`config.mk`:
```
export PLATFORM = sky130hd
export DESIGN_NAME = rie_exec
export DESIGN_NICKNAME = d
export VERILOG_FILES = /design/src/hw/rtl/risc_instruction_executor_core_defines.svh /design/src/hw/rtl/rie_pkg.sv /design/src/hw/rtl/rie_exec.sv
export SDC_FILE = /design/constraint.sdc
export NUM_CORES = 2
export LEC_CHECK = 0
export ABC_AREA = 1
export CORE_UTILIZATION = 30
export DETAILED_ROUTE_END_ITERATION = 6
export DONT_BUFFER_PORTS = 1
export PLACE_DENSITY_LB_ADDON = 0.1
export SLEW_MARGIN = 10
export SYNTH_ARGS = -nofsm -noshare
export SYNTH_HDL_FRONTEND = slang
export SYNTH_SLANG_ARGS = --single-unit
```
`constraint.sdc`:
```
create_clock -name vclk -period 17.1
set_input_delay 2.565 -clock vclk [all_inputs]
set_output_delay 2.565 -clock vclk [all_outputs]
set_load 0.01 [all_outputs]
```
`src/hw/rtl/risc_instruction_executor_core_defines.svh`:
```
`ifndef RISC_INSTRUCTION_EXECUTOR_CORE_DEFINES_SVH
`define RISC_INSTRUCTION_EXECUTOR_CORE_DEFINES_SVH

// Check that cons holds in the same cycle as ante.
`define RIE_ASSERT_IMPL(lbl, clk, rst_n, ante, cons, msg) \
    lbl: assert property (@(posedge clk) disable iff (!rst_n) (ante) |-> (cons)) \
        else $error(msg);

// Check that cons holds in the cycle after ante.
`define RIE_ASSERT_NEXT(lbl, clk, rst_n, ante, cons, msg) \
    lbl: assert property (@(posedge clk) disable iff (!rst_n) (ante) |=> (cons)) \
        else $error(msg);

`endif

```
`src/hw/rtl/rie_pkg.sv`:
```
`default_nettype none

package rie_pkg;

    localparam int MEM_DEPTH = 2048;
    localparam int XLEN      = 32;
    localparam int PC_W      = 28;
    localparam int RIDX_W    = 5;
    localparam int MIDX_W    = 11;
    localparam int OP_W      = 4;
    localparam int SH_W      = 13;
    localparam int IMM_W     = 18;
    localparam int SHAMT_LOG = $clog2(XLEN);

    typedef logic [XLEN-1:0]   t_word;
    typedef logic [PC_W-1:0]   t_pc;
    typedef logic [RIDX_W-1:0] t_ridx;
    typedef logic [MIDX_W-1:0] t_midx;
    typedef logic [OP_W-1:0]   t_op;
    typedef logic [SH_W-1:0]   t_sh;

    localparam logic CMD_EXEC = 1'b0;
    localparam logic CMD_LOAD = 1'b1;

    localparam t_op OP_ADD  = 4'd0;
    localparam t_op OP_SUB  = 4'd1;
    localparam t_op OP_MULI = 4'd2;
    localparam t_op OP_ADDI = 4'd3;
    localparam t_op OP_BNE  = 4'd4;
    localparam t_op OP_ANDI = 4'd5;
    localparam t_op OP_ORI  = 4'd6;
    localparam t_op OP_J    = 4'd7;
    localparam t_op OP_SLL  = 4'd8;
    localparam t_op OP_SRL  = 4'd9;
    localparam t_op OP_LW   = 4'd10;
    localparam t_op OP_SW   = 4'd11;

    typedef struct packed {
        logic  cmd;
        t_word word;
        t_pc   pc;
        t_midx load_addr;
        t_word load_data;
    } t_item;

    typedef struct packed {
        t_pc   npc;
        logic  br;
        logic  wr;
        t_ridx dest;
        t_word value;
        logic  mw;
        logic  lw;
        logic  bad;
        t_word addr;
    } t_res;

    function automatic t_op f_op(t_word w);
        return w[XLEN-1 -: OP_W];
    endfunction

    function automatic t_ridx f_r1(t_word w);
        return w[XLEN-OP_W-1 -: RIDX_W];
    endfunction

    function automatic t_ridx f_r2(t_word w);
        return w[XLEN-OP_W-RIDX_W-1 -: RIDX_W];
    endfunction

    function automatic t_ridx f_r3(t_word w);
        return w[XLEN-OP_W-2*RIDX_W-1 -: RIDX_W];
    endfunction

    function automatic t_sh f_sh(t_word w);
        return w[SH_W-1:0];
    endfunction

    function automatic t_word f_imm(t_word w);
        return {{(XLEN-IMM_W){w[IMM_W-1]}}, w[IMM_W-1:0]};
    endfunction

    function automatic logic f_uses_a(t_word w);
        return (f_op(w) <= OP_SW) && (f_op(w) != OP_J);
    endfunction

    function automatic logic f_uses_b(t_word w);
        return (f_op(w) == OP_ADD) || (f_op(w) == OP_SUB) ||
               (f_op(w) == OP_BNE) || (f_op(w) == OP_SW);
    endfunction

    function automatic t_ridx f_addr_b(t_word w);
        return ((f_op(w) == OP_ADD) || (f_op(w) == OP_SUB)) ? f_r3(w) : f_r1(w);
    endfunction

endpackage

`default_nettype wire

```
`src/hw/rtl/rie_exec.sv`:
```
`default_nettype none

module rie_exec (
    input  wire rie_pkg::t_item i_item,
    input  wire rie_pkg::t_word i_va,
    input  wire rie_pkg::t_word i_vb,
    output rie_pkg::t_res       o_res
);

    rie_pkg::t_op   op;
    rie_pkg::t_word imm;
    rie_pkg::t_sh   sh;
    logic           sh_big;

    assign op     = rie_pkg::f_op(i_item.word);
    assign imm    = rie_pkg::f_imm(i_item.word);
    assign sh     = rie_pkg::f_sh(i_item.word);
    assign sh_big = (sh[rie_pkg::SH_W-1:rie_pkg::SHAMT_LOG] != '0);

    always_comb begin
        o_res = '0;
        if (i_item.cmd == rie_pkg::CMD_LOAD) begin
            o_res.mw    = 1'b1;
            o_res.value = i_item.load_data;
            o_res.addr  = rie_pkg::t_word'(i_item.load_addr);
        end else begin
            o_res.npc  = i_item.pc + 1'b1;
            o_res.addr = i_va + imm;
            unique case (op)
                rie_pkg::OP_ADD: begin
                    o_res.wr    = 1'b1;
                    o_res.value = i_va + i_vb;
                end
                rie_pkg::OP_SUB: begin
                    o_res.wr    = 1'b1;
                    o_res.value = i_va - i_vb;
                end
                rie_pkg::OP_MULI: begin
                    o_res.wr    = 1'b1;
                    o_res.value = i_va * imm;
                end
                rie_pkg::OP_ADDI: begin
                    o_res.wr    = 1'b1;
                    o_res.value = i_va + imm;
                end
                rie_pkg::OP_BNE: begin
                    if (i_vb != i_va) begin
                        o_res.npc = i_item.pc + 1'b1 + imm[rie_pkg::PC_W-1:0];
                        o_res.br  = 1'b1;
                    end
                end
                rie_pkg::OP_ANDI: begin
                    o_res.wr    = 1'b1;
                    o_res.value = i_va & imm;
                end
                rie_pkg::OP_ORI: begin
                    o_res.wr    = 1'b1;
                    o_res.value = i_va | imm;
                end
                rie_pkg::OP_J: begin
                    o_res.npc = i_item.word[rie_pkg::PC_W-1:0];
                    o_res.br  = 1'b1;
                end
                rie_pkg::OP_SLL: begin
                    o_res.wr    = 1'b1;
                    o_res.value = sh_big ? '0 : (i_va << sh[rie_pkg::SHAMT_LOG-1:0]);
                end
                rie_pkg::OP_SRL: begin
                    o_res.wr    = 1'b1;
                    o_res.value = sh_big ? '0 : (i_va >> sh[rie_pkg::SHAMT_LOG-1:0]);
                end
                rie_pkg::OP_LW: begin
                    o_res.wr = 1'b1;
                    o_res.lw = 1'b1;
                end
                rie_pkg::OP_SW: begin
                    o_res.mw    = 1'b1;
                    o_res.value = i_vb;
                end
                default: begin
                    o_res.bad = 1'b1;
                end
            endcase
            o_res.dest = o_res.wr ? rie_pkg::f_r1(i_item.word) : '0;
        end
    end

endmodule

`default_nettype wire

```
==> impl_metrics.csv <==
group,metric,value,unit
setup_path,max_stage_delay,0.59,ns
power_and_ir_drop,p_sw_share,67.2,%
global_routing,grt_pass1_vias,30733,
yosys,syn_nets,5732,
layout,regArea,0,µm²
timing,fin_ws,5.77,ns
die,coreArea,95600,µm²
yosys,synthDistinctLibCells,58,
routing,ant_nets,0,
setup_path,cp-start-kind,"input pin",
die,rows,113,
timing,relSlewSlack,25.2,%
layout,multi_input_area,24200,µm²
yosys,netlist_instances,4978,
power_and_ir_drop,ir_drop,258,µV
layout,layout-drive-gt1-share,2.56,%
routing,routed_wl,150,mm
yosys,yosysWarnings,0,
layout,n_fill_cell,11182,
timing,finalCriticalPeriod,11.33,ns
timing,worst_pin_slew,1.12,ns
die,die_h,314,µm
setup_path,cp_max_fo,27,
setup_path,cpLargestDelayFamily,"adder cells",
placed_design,port_buffers,0,
yosys,avgSynthCellArea,5.85,µm²
setup_path,critPathKind,"in2out",
routing,drc_errors,5,
placed_design,pre_cts_ws,5.89,ns
global_routing,grt_max_degree,96,
routing,drtPass1Iterations,7,
power_and_ir_drop,clockPowerShare,0,%
routing,routed_via_density,5.25,
power_and_ir_drop,power,5.07,mW
setup_path,critPathSlowestCell,"o21ai_0",
power_and_ir_drop,power_density,169,nW/µm²
worst_hold_path,hp-class,"in2out",
power_and_ir_drop,p_int,1.66,mW
die,fp.dieArea,98300,µm²
timing,hold_viol,0,
layout,area_delta_synth_final,2.95,%
cts,cts_resized,0,
setup_path,critPathRequiredTime,14.53,ns
setup_path,arrival,8.76,ns
timing,final_max_slew_viol_count,0,
routing,drt-initial-drc-count,2911,
timing,period_share,66.2,%
status,status,"finished, violations left",
layout,clockBufferCount,0,
yosys,synth-seq-area-share,0,%
placed_design,dpl.cell_count,6064,
timing,fin_tns_setup,0,ns
die,start_util,30.5,%
setup_path,endpoint_kind,"output port",
layout,design.seq.count,0,
flow_run,maxCapViolCount,0,
status,violations,"DRC",
routing,num_vias,31869,
routing,routedWlPerCell,24.8,µm
global_routing,grt_pass1_wl,217,mm
layout,mostFrequentLayoutCells,"nand2_1 (1463), inv_1 (1032), nand3_1 (386)",
cts,post_cts_buffers,0,
yosys,synth_area,29100,µm²
power_and_ir_drop,pwr-share-seq,0,%
timing,fmax,0.0883,GHz
die,die_width,314,µm
power_and_ir_drop,p_leak,16.8,nW
timing,timing.hold.ws,5.18,ns
placed_design,gp_congestion,1.00,
setup_path,worst-path-buf-inv,4,
global_routing,antenna_found_initial,5,
placed_design,dp_hpwl,124,mm
setup_path,cp_cell_sequence,"ha_1 -> fa_1 -> inv_1 -> fa_1 -> fa_1 -> inv_1 -> fa_1 -> fa_1 -> inv_1 -> fa_1 -> inv_1 -> ha_1 -> a21oi_1 -> o21ai_0 -> a21oi_1 -> nand2_1 -> o21ai_0 -> nand3_1 -> nor2_1 -> nand2_1 -> nand2_1 -> nand2_1",
power_and_ir_drop,p_comb_share,100.0,%
cts,ctsHoldBuffers,0,
timing,grt_setup_unrepaired,"no",
die,boundaryPins,270,
global_routing,grt_overflow,0,
timing,final-setup-viol-count,0,
setup_path,crit_path_frequent_cell,"fa_1",
layout,mostFrequentLayoutCell,"nand2_1",
global_routing,grt.total_usage,29.9,%
layout,final_cells,6065,
power_and_ir_drop,p_sw,3.40,mW
layout,nNetsFinal,5555,
==> per-stage QoR <==
| step | util, % | instance area [µm²] |
|---|---|---|
| 2_1_floorplan | - | 29100 |
| 3_3_place_gp | 31.4 | 30000 |
| 3_5_place_dp | 31.4 | 30000 |
| 4_1_cts | 31.4 | 30000 |
| 5_1_grt | 31.4 | 30000 |
| 6_report | 31.4 | 30000 |
==> worst paths after layout <==
kind	start	to	slack, ns	cells after the start
setup / recovery	i_item[79]	o_res[56]	5.77	22
hold / removal	i_item[103]	o_res[19]	5.18	1
==> cell usage after synthesis (4+ instances only) <==
| cell type | n | area, µm² |
|---|---|---|
| nand2_1 | 1463 | 5490 |
| inv_1 | 1034 | 3880 |
| nand3_1 | 386 | 1930 |
| fa_1 | 337 | 6750 |
| nor2_1 | 312 | 1170 |
| a21oi_1 | 301 | 1510 |
| ha_1 | 249 | 3120 |
| o21ai_0 | 197 | 986 |
| clkbuf_1 | 91 | 342 |
| buf_2 | 61 | 305 |
| nand4_1 | 59 | 369 |
| o21ai_1 | 43 | 215 |
| nor3_1 | 42 | 210 |
| xor2_1 | 41 | 359 |
| buf_1 | 40 | 150 |
| o211ai_1 | 33 | 248 |
| inv_2 | 29 | 109 |
| or2_2 | 22 | 138 |
| o22ai_1 | 21 | 131 |
| nor4_1 | 18 | 113 |
| o21bai_1 | 18 | 135 |
| a21o_1 | 17 | 128 |
| nand3b_1 | 16 | 120 |
| a31oi_1 | 15 | 93.8 |
| xnor2_1 | 14 | 123 |
| a21oi_2 | 13 | 114 |
| nor2_2 | 10 | 62.6 |
| nand2_2 | 8 | 50.1 |
| a21boi_0 | 7 | 52.6 |
| a221oi_1 | 7 | 61.3 |
| buf_6 | 7 | 78.8 |
| mux2i_1 | 6 | 60.1 |
| nor3_2 | 6 | 60.1 |
| o2111ai_1 | 6 | 52.6 |
| o21a_1 | 6 | 45.0 |
| or2_1 | 6 | 37.5 |
| o21ai_2 | 4 | 35.0 |
==> power by group through the flow <==
| stage | clock (mW) | sequential, mW | combinational, mW |
|---|---|---|---|
| 2_1_floorplan | 0 | 0 | 3.47 |
| 3_3_place_gp | 0 | 0 | 5.08 |
| 3_5_place_dp | 0 | 0 | 5.00 |
| 4_1_cts | 0 | 0 | 5.04 |
| 5_1_grt | 0 | 0 | 5.75 |
| 6_report | 0.00000000807 | 0 | 5.07 |
==> logic make-up after synthesis <==
family                     count (synthesis)  synth area share (%)
xor gates and xnor gates                  55                  1.65
buffers and inverters                   1265                  16.8
AOI/OAI and AO/OA                        703                  13.5
muxes                                      6                 0.206
adders and majority gates                586                  33.9
and+or+nand+nor                         2363                  34.0
==> per-layer routing <==
layer	global-route usage [%]	vias up	part of all wire, %
met3	2.98	138	6.2
li1	-	15048	-
met5	0	-	0.018
met1	42.0	15516	46
met2	50.0	1163	46
met4	5.22	4	2.1
==> cell type report <==
type / count / share of cell area (%)
repair buffers: 21 / 0.526
diodes: 1 / 0.00835
multi-input cells: 3713 / 80.8
well taps: 1265 / 5.28
inverters: 1065 / 13.3
Power figures use the tool's default switching activity.
